`config.mk`:
```
export PLATFORM = sky130hd
export DESIGN_NAME = http_request_line_parser_top
export DESIGN_NICKNAME = d
export VERILOG_FILES = /design/src/hw/rtl/httprl_pkg.sv /design/src/hw/rtl/http_request_line_parser_top.sv
export SDC_FILE = /design/constraint.sdc
export NUM_CORES = 1
export LEC_CHECK = 0
export ABC_AREA = 1
export BUFFER_PORTS_ARGS = -buffer_cell sky130_fd_sc_hd__buf_2
export CORE_MARGIN = 8
export CORE_UTILIZATION = 30
export CTS_CLUSTER_DIAMETER = 80
export DETAILED_ROUTE_END_ITERATION = 6
export PLACE_DENSITY = 0.52
export SYNTH_ARGS = -nofsm -noshare
export SYNTH_HDL_FRONTEND = slang
export SYNTH_SLANG_ARGS = --single-unit
```
`constraint.sdc`:
```
create_clock -name clk -period 7.67 [get_ports clk]
set_clock_uncertainty 0.1 [all_clocks]
set_input_delay 0.767 -clock clk [delete_from_list [all_inputs] [get_ports clk]]
set_output_delay 0.767 -clock clk [all_outputs]
set_load 0.01 [all_outputs]
```
`src/hw/rtl/httprl_pkg.sv`:
```
// ----------------------------------------------------------------------------
// httprl_pkg
// Shared codes, string tables and helpers for the HTTP request line parser.
// ----------------------------------------------------------------------------
package httprl_pkg;

    localparam int DEFAULT_LENGTH_BITS = 16;
    localparam int NUM_METHODS         = 7;
    localparam int NUM_VERSIONS        = 2;
    localparam int METHOD_CHARS        = 7;
    localparam int VERSION_CHARS       = 8;
    localparam int OUT_LENGTH_BITS     = 16;

    localparam logic [7:0] CHAR_SPACE    = 8'h20;
    localparam logic [7:0] CHAR_QUESTION = 8'h3F;
    localparam logic [7:0] CHAR_LOWER_A  = 8'h61;
    localparam logic [7:0] CHAR_LOWER_Z  = 8'h7A;
    localparam logic [7:0] CASE_OFFSET   = 8'h20;

    // Byte classes
    localparam logic [2:0] CLASS_METHOD   = 3'd0;
    localparam logic [2:0] CLASS_SPACE    = 3'd1;
    localparam logic [2:0] CLASS_PATH     = 3'd2;
    localparam logic [2:0] CLASS_QMARK    = 3'd3;
    localparam logic [2:0] CLASS_QUERY    = 3'd4;
    localparam logic [2:0] CLASS_VERSION  = 3'd5;

    localparam logic [2:0] METHOD_INVALID = 3'd0;
    localparam logic [1:0] VERSION_INVALID = 2'd0;
    localparam logic [1:0] VERSION_1_0     = 2'd1;
    localparam logic [1:0] VERSION_1_1     = 2'd2;

    localparam logic [3:0] POSITION_MAX    = 4'd15;
    localparam logic [3:0] VERSION_LEN     = 4'd8;

    // Method names, left-justified, padded; padding is never compared.
    localparam logic [8*METHOD_CHARS-1:0] METHOD_NAME [NUM_METHODS] = '{
        "GET    ", "POST   ", "PUT    ", "DELETE ", "HEAD   ", "OPTIONS", "PATCH  "
    };
    localparam logic [3:0] METHOD_LEN [NUM_METHODS] = '{
        4'd3, 4'd4, 4'd3, 4'd6, 4'd4, 4'd7, 4'd5
    };
    // Candidate 0 is HTTP/1.0, candidate 1 is HTTP/1.1.
    localparam logic [8*VERSION_CHARS-1:0] VERSION_NAME [NUM_VERSIONS] = '{
        "HTTP/1.0", "HTTP/1.1"
    };

    function automatic logic [7:0] fold_upper(input logic [7:0] b);
        logic is_lower;
        is_lower = (b >= CHAR_LOWER_A) && (b <= CHAR_LOWER_Z);
        return is_lower ? (b - CASE_OFFSET) : b;
    endfunction

    function automatic logic [7:0] method_char(input int k, input logic [3:0] p);
        int pi;
        pi = int'(p);
        if (pi < METHOD_CHARS)
            return METHOD_NAME[k][8*(METHOD_CHARS-1-pi) +: 8];
        return 8'h00;
    endfunction

    function automatic logic [7:0] version_char(input int k, input logic [3:0] p);
        int pi;
        pi = int'(p);
        if (pi < VERSION_CHARS)
            return VERSION_NAME[k][8*(VERSION_CHARS-1-pi) +: 8];
        return 8'h00;
    endfunction

endpackage

```
`src/hw/rtl/http_request_line_parser_top.sv`:
```
// ----------------------------------------------------------------------------
// http_request_line_parser_top
// Classifies the bytes of one HTTP request line and reports its verdict.
// ----------------------------------------------------------------------------
// Usage:
//   Input channel line_valid/line_ready carries one byte of a request line
//   (CRLF removed) per transaction, with line_last on the final byte.
//   Output channel result_valid/result_ready returns one transaction per input
//   byte: the echoed byte, its class, and on the final byte (line_done) the
//   method and version codes, line_ok and the saturating URL/path lengths.
//   The result is registered: the parse state and the result register are both
//   updated at the input handshake. Throughput is one byte per cycle when
//   result_ready is high; the single result register sets that figure, and a
//   new byte is taken in the same cycle the held result is taken.
//   When the receiver stalls, the result holds and line_ready drops until the
//   result is taken. Reset clears the parse state and empties the result
//   register; the parse state also returns to its reset values after every
//   final byte, so lines follow each other with no gap.
// ----------------------------------------------------------------------------
module http_request_line_parser_top
    import httprl_pkg::*;
#(
    parameter int LENGTH_BITS = DEFAULT_LENGTH_BITS
) (
    input  logic        clk,
    input  logic        rst_n,
    input  logic        line_valid,
    output logic        line_ready,
    input  logic [7:0]  line_byte,
    input  logic        line_last,
    output logic        result_valid,
    input  logic        result_ready,
    output logic [7:0]  echo_byte,
    output logic [2:0]  byte_class,
    output logic        line_done,
    output logic [2:0]  method_code,
    output logic [1:0]  version_code,
    output logic        line_ok,
    output logic [15:0] url_length,
    output logic [15:0] path_length
);

    typedef enum logic [1:0] {
        PHASE_METHOD  = 2'd0,
        PHASE_URL     = 2'd1,
        PHASE_VERSION = 2'd2
    } phase_t;

    localparam logic [LENGTH_BITS-1:0] COUNT_MAX = '1;
    localparam logic [31:0] OUT_MAX = 32'((64'd1 << OUT_LENGTH_BITS) - 64'd1);

    phase_t                  phase_reg, phase_next;
    logic [3:0]              method_pos_reg, method_pos_next;
    logic [NUM_METHODS-1:0]  method_cand_reg, method_cand_next;
    logic                    in_query_reg, in_query_next;
    logic [LENGTH_BITS-1:0]  url_count_reg, url_count_next;
    logic [LENGTH_BITS-1:0]  path_count_reg, path_count_next;
    logic [3:0]              version_pos_reg, version_pos_next;
    logic [NUM_VERSIONS-1:0] version_cand_reg, version_cand_next;

    logic        result_valid_reg;
    logic [7:0]  echo_byte_reg;
    logic [2:0]  byte_class_reg, byte_class_next;
    logic        line_done_reg;
    logic [2:0]  method_code_reg, method_code_next;
    logic [1:0]  version_code_reg, version_code_next;
    logic        line_ok_reg, line_ok_next;
    logic [15:0] url_length_reg, url_length_next;
    logic [15:0] path_length_reg, path_length_next;

    logic [7:0]  upper_byte;
    logic        is_space;
    logic        accept;
    logic [2:0]  first_method;
    logic [31:0] url_wide;
    logic [31:0] path_wide;

    assign line_ready = !result_valid_reg || result_ready;
    assign accept     = line_valid && line_ready;
    assign upper_byte = fold_upper(line_byte);
    assign is_space   = (line_byte == CHAR_SPACE);

    // Next parse state for the byte on the input port
    always_comb
    begin
        phase_next        = phase_reg;
        method_pos_next   = method_pos_reg;
        method_cand_next  = method_cand_reg;
        in_query_next     = in_query_reg;
        url_count_next    = url_count_reg;
        path_count_next   = path_count_reg;
        version_pos_next  = version_pos_reg;
        version_cand_next = version_cand_reg;
        byte_class_next   = CLASS_METHOD;
        unique case (phase_reg)
            PHASE_METHOD:
            begin
                if (is_space)
                begin
                    // keep only methods whose length matches what was seen
                    for (int k = 0; k < NUM_METHODS; k++)
                        if (METHOD_LEN[k] != method_pos_reg)
                            method_cand_next[k] = 1'b0;
                    phase_next      = PHASE_URL;
                    byte_class_next = CLASS_SPACE;
                end
                else
                begin
                    for (int k = 0; k < NUM_METHODS; k++)
                        if (method_pos_reg >= METHOD_LEN[k] ||
                            method_char(k, method_pos_reg) != upper_byte)
                            method_cand_next[k] = 1'b0;
                    if (method_pos_reg < POSITION_MAX)
                        method_pos_next = method_pos_reg + 4'd1;
                    byte_class_next = CLASS_METHOD;
                end
            end
            PHASE_URL:
            begin
                if (is_space)
                begin
                    phase_next      = PHASE_VERSION;
                    byte_class_next = CLASS_SPACE;
                end
                else
                begin
                    if (url_count_reg != COUNT_MAX)
                        url_count_next = url_count_reg + 1'b1;
                    if (in_query_reg)
                        byte_class_next = CLASS_QUERY;
                    else if (line_byte == CHAR_QUESTION)
                    begin
                        in_query_next   = 1'b1;
                        byte_class_next = CLASS_QMARK;
                    end
                    else
                    begin
                        if (path_count_reg != COUNT_MAX)
                            path_count_next = path_count_reg + 1'b1;
                        byte_class_next = CLASS_PATH;
                    end
                end
            end
            default:
            begin
                // version phase; later spaces belong to the version too
                for (int k = 0; k < NUM_VERSIONS; k++)
                    if (version_pos_reg >= VERSION_LEN ||
                        version_char(k, version_pos_reg) != upper_byte)
                        version_cand_next[k] = 1'b0;
                if (version_pos_reg < POSITION_MAX)
                    version_pos_next = version_pos_reg + 4'd1;
                byte_class_next = CLASS_VERSION;
            end
        endcase
    end

    // Verdict from the updated state
    always_comb
    begin
        first_method = METHOD_INVALID;
        for (int k = NUM_METHODS - 1; k >= 0; k--)
            if (method_cand_next[k])
                first_method = 3'(k + 1);

        url_wide  = 32'(url_count_next);
        path_wide = 32'(path_count_next);

        method_code_next  = METHOD_INVALID;
        version_code_next = VERSION_INVALID;
        line_ok_next      = 1'b0;
        url_length_next   = '0;
        path_length_next  = '0;
        if (line_last && phase_next == PHASE_VERSION)
        begin
            method_code_next = first_method;
            if (version_pos_next == VERSION_LEN)
            begin
                priority if (version_cand_next[1])
                    version_code_next = VERSION_1_1;
                else if (version_cand_next[0])
                    version_code_next = VERSION_1_0;
                else
                    version_code_next = VERSION_INVALID;
            end
            line_ok_next    = (method_code_next != METHOD_INVALID) &&
                              (version_code_next != VERSION_INVALID);
            url_length_next = (url_wide > OUT_MAX) ? 16'hFFFF : url_wide[15:0];
            path_length_next = (path_wide > OUT_MAX) ? 16'hFFFF : path_wide[15:0];
        end
    end

    always_ff @(posedge clk or negedge rst_n)
    begin
        if (!rst_n)
        begin
            phase_reg        <= PHASE_METHOD;
            method_pos_reg   <= '0;
            method_cand_reg  <= '1;
            in_query_reg     <= 1'b0;
            url_count_reg    <= '0;
            path_count_reg   <= '0;
            version_pos_reg  <= '0;
            version_cand_reg <= '1;
            result_valid_reg <= 1'b0;
            echo_byte_reg    <= '0;
            byte_class_reg   <= '0;
            line_done_reg    <= 1'b0;
            method_code_reg  <= '0;
            version_code_reg <= '0;
            line_ok_reg      <= 1'b0;
            url_length_reg   <= '0;
            path_length_reg  <= '0;
        end
        else
        begin
            if (accept)
            begin
                if (line_last)
                begin
                    // end of line: start the next one from scratch
                    phase_reg        <= PHASE_METHOD;
                    method_pos_reg   <= '0;
                    method_cand_reg  <= '1;
                    in_query_reg     <= 1'b0;
                    url_count_reg    <= '0;
                    path_count_reg   <= '0;
                    version_pos_reg  <= '0;
                    version_cand_reg <= '1;
                end
                else
                begin
                    phase_reg        <= phase_next;
                    method_pos_reg   <= method_pos_next;
                    method_cand_reg  <= method_cand_next;
                    in_query_reg     <= in_query_next;
                    url_count_reg    <= url_count_next;
                    path_count_reg   <= path_count_next;
                    version_pos_reg  <= version_pos_next;
                    version_cand_reg <= version_cand_next;
                end
                result_valid_reg <= 1'b1;
                echo_byte_reg    <= line_byte;
                byte_class_reg   <= byte_class_next;
                line_done_reg    <= line_last;
                method_code_reg  <= method_code_next;
                version_code_reg <= version_code_next;
                line_ok_reg      <= line_ok_next;
                url_length_reg   <= url_length_next;
                path_length_reg  <= path_length_next;
            end
            else if (result_ready)
            begin
                result_valid_reg <= 1'b0;
            end
        end
    end

    assign result_valid = result_valid_reg;
    assign echo_byte    = echo_byte_reg;
    assign byte_class   = byte_class_reg;
    assign line_done    = line_done_reg;
    assign method_code  = method_code_reg;
    assign version_code = version_code_reg;
    assign line_ok      = line_ok_reg;
    assign url_length   = url_length_reg;
    assign path_length  = path_length_reg;

    // A held result blocks the input side
    assert property (@(posedge clk) disable iff (!rst_n)
        (result_valid && !result_ready) |-> !line_ready)
        else $error("input accepted while result stalled");

    // A final byte produces a result marked done in the next cycle
    assert property (@(posedge clk) disable iff (!rst_n)
        (line_valid && line_ready && line_last) |=> (result_valid && line_done))
        else $error("final byte did not produce a done result");

    // line_ok needs both codes valid
    assert property (@(posedge clk) disable iff (!rst_n)
        (result_valid && line_ok) |->
            (method_code != METHOD_INVALID && version_code != VERSION_INVALID))
        else $error("line_ok with an invalid code");

    // Verdict fields stay zero away from the final byte
    assert property (@(posedge clk) disable iff (!rst_n)
        (result_valid && !line_done) |->
            (method_code == METHOD_INVALID && !line_ok && url_length == 16'd0))
        else $error("verdict fields set on a non-final byte");

endmodule
```
==> results.json <==
{
  "status": "finished clean",
  "synth_edf_count": 0,
  "ys_ff_latch": 103,
  "path_buf_inv": 5,
  "worstPathCellList": "buf_2 > inv_1 > nand2_1 > nand2_2 > buf_4 > clkinv_1 > nand2_1 > nor3_1 > inv_1 > o21ai_0",
  "ys_warn_count": 0,
  "htree_levels": 3,
  "syn_area_um2": 6210,
  "clock_latency_ns": 0.36,
  "crit_type": "input port to flip-flop",
  "postRouteAntennaNets": 0,
  "antenna_cells": 0,
  "hold_path.class": "input port to async pin",
  "synthAdderAreaFrac": 0.0202,
  "worst_pin_slew_ns": 0.901,
  "cts_setup_buffers": 0,
  "tritoncts": "done",
  "hold_ws_ns": 0.296,
  "crit_family": "buffers and inverters",
  "fmax_mhz": 302,
  "root_buffer": "clkbuf_16",
  "synth_ff_type": "dfrtp_1",
  "pin_count": 65,
  "row_count": 52,
  "avgSynthCellArea_um2": 7.36,
  "cts_max_path_buffers": 2,
  "cts_buffers": 9,
  "place.gp.congestion": 0.849,
  "drt-total-wl_um": 16900,
  "die_width_um": 160,
  "rsz0062_at_grt": "false",
  "syn_inst": 844,
  "cts_num_sinks": 103,
  "first_pass_iters": 5,
  "clk_pin_slew_ns": 0.08,
  "via_per_inst": 4.81,
  "syn2layout_area_growth_pct": 13.7,
  "final_nets": 918,
  "synth_mux_area_frac": 0,
  "powerDensity_nw_per_um2": 182,
  "ir_drop_mv": 0.101,
  "p_leak_nw": 3.41,
  "ctsHoldBuffers": 0,
  "slowest_stage": "inv_1",
  "dpl.hpwl_um": 12100,
  "routedWlPerCell_um": 14.4,
  "critPathMaxStageDelay_ns": 0.69,
  "initial_core_util": 0.306,
  "setup-tns-final_ns": 0,
  "fin_ws_ns": 4.36,
  "layout-drive-gt1-share": 0.136,
  "grt_usage": 0.135,
  "num-fill-cells": 2220,
  "critPathLaunchType": "input port",
  "crit_path_end_kind": "flip-flop",
  "grt_max_degree": 80,
  "drv_slew": 0,
  "final_hold_viol_count": 0,
  "met2_usage": 0.219,
  "yosys.area_share.simple": 0.305,
  "grt-ovfl-total": 0,
  "synth.distinct_cells": 41,
  "finalCritPeriodShare": 0.432,
  "place_ws_ns": 3.88,
  "finalSetupViolCount": 0,
  "arrival_ns": 3.41,
  "relSlewSlack": 0.399,
  "yosys.area_share.xor_xnor": 0.0550,
  "grt_pass1_wl_um": 28600,
  "max-cap-violations": 0,
  "grt_pass1_vias": 5490,
  "worstPathMaxFanout": 79,
  "fp.dieArea_um2": 25600,
  "drc": 0,
  "critPathRequiredTime_ns": 7.76,
  "core_um2": 20300,
  "synth_top_family_by_area": "simple AND/OR/NAND/NOR gates",
  "grt_most_used_layer": "met2",
  "min_period_ns": 3.31,
  "use_met1": 0.178,
  "die_height_um": 160,
  "grt_use_met3": 0.0242,
  "num_vias": 5629,
  "grt_antenna_before_repair": 0,
  "port-buffer-count": 64,
  "syn_nets": 867,
  "drtIter0Drc": 306,
  "ys_seq_area_frac": 0.417,
  "synth_compound_area_frac": 0.120,
  "postSynth.asyncResetShare": 1.00,
  "postCtsResizedCells": 0
}
[cells by family (layout without fill, tap and decap cells)]
family                     after synthesis  after routing
adders and majority gates               10             10
and+or+nand+nor                        434            434
buffers and inverters                  125            181
DFF                                    103            103
xor gates and xnor gates                39             39
AOI/OAI and AO/OA                      133            133
[area by class of cell]
| type | count | area, µm² | share of cell area |
|---|---|---|---|
| timing repair buffer | 69 | 360 | 0.0510 |
| tap | 270 | 338 | 0.0478 |
| multi-input combinational | 616 | 3110 | 0.440 |
| clock buffer | 9 | 225 | 0.0319 |
| clock inverter | 7 | 76.3 | 0.0108 |
| sequential | 103 | 2590 | 0.367 |
| inverter | 96 | 365 | 0.0517 |
[worst paths after layout]
path,startpoint,end,slack (ns),cells past startpoint
hold / removal,rst_n,path_length[5],0.30,1
setup reg to reg,method_pos_reg[0],line_ok,4.44,20
max in group asynchronous,rst_n,version_code[1],5.96,2
min in group clk,echo_byte[3],echo_byte[3],0.38,2
setup / recovery,result_ready,path_length[2],4.36,10
hold reg to reg,echo_byte[3],echo_byte[3],0.38,2
[where the power goes]
group | total, mW | leakage [nW] | switching, mW | internal, mW
registers | 0.574 | 1.39 | 0.0117 | 0.563
clock network | 0.474 | 0.150 | 0.239 | 0.235
logic | 0.239 | 1.87 | 0.166 | 0.0722
[per-stage QoR]
stage,util,power [mW],cells,area (µm²)
floorplan,-,0.755,844,6210
global placement,0.333,0.824,1154,6760
detailed placement,0.333,0.823,1154,6760
CTS,0.348,1.30,1170,7060
global route,0.348,1.36,1170,7060
finish,0.348,1.29,1170,7060
[Yosys cell counts (4+ instances only)]
master,count,share of area
nand2_1,228,0.14
dfrtp_1,94,0.38
inv_1,87,0.053
nor2_1,72,0.044
o21ai_0,67,0.054
nand3_1,65,0.052
xor2_1,39,0.055
o22ai_1,34,0.034
nand4_1,21,0.021
clkbuf_1,19,0.011
nor3_1,18,0.015
a21oi_1,16,0.013
ha_1,10,0.020
dfstp_2,9,0.038
nand2_2,8,0.0081
inv_2,5,0.0030
nor2_2,5,0.0050
buf_4,4,0.0048
[layout by cell type, fill, tap and decap left out, drive strengths merged, types with 21 or more instances in the layout]
| cell type | n |
|---|---|
| o21ai | 69 |
| dfrtp | 94 |
| nor3 | 21 |
| nand3 | 66 |
| o22ai | 34 |
| inv | 99 |
| nor2 | 79 |
| nand2 | 236 |
| buf | 69 |
| xor2 | 39 |
| nand4 | 21 |
[per-layer routing]
metal	vias up	wire length (µm)
li1	2875	-
met1	2618	8130
met2	115	7780
met3	21	702
met4	0	293
met5	-	0
[worst reg2reg max path, cell delays in order, from the launching register on]
cell and delay (ns):
dfrtp_1 0.50, inv_2 0.17, ha_1 0.45, inv_1 0.31
nand4_1 0.26, nand2_1 0.24, nand3_1 0.10, nand2_1 0.07
nand3_1 0.07, nor2_1 0.10, nand3_1 0.12, nand2_1 0.09
nand2_1 0.08, nand3_1 0.07, nand2_1 0.05, nand2_1 0.06
nand2_1 0.05, nand2_1 0.08, nand2_1 0.06, nand2_1 0.06
nand2_1 0.05
(Power assumes the default switching activity.)
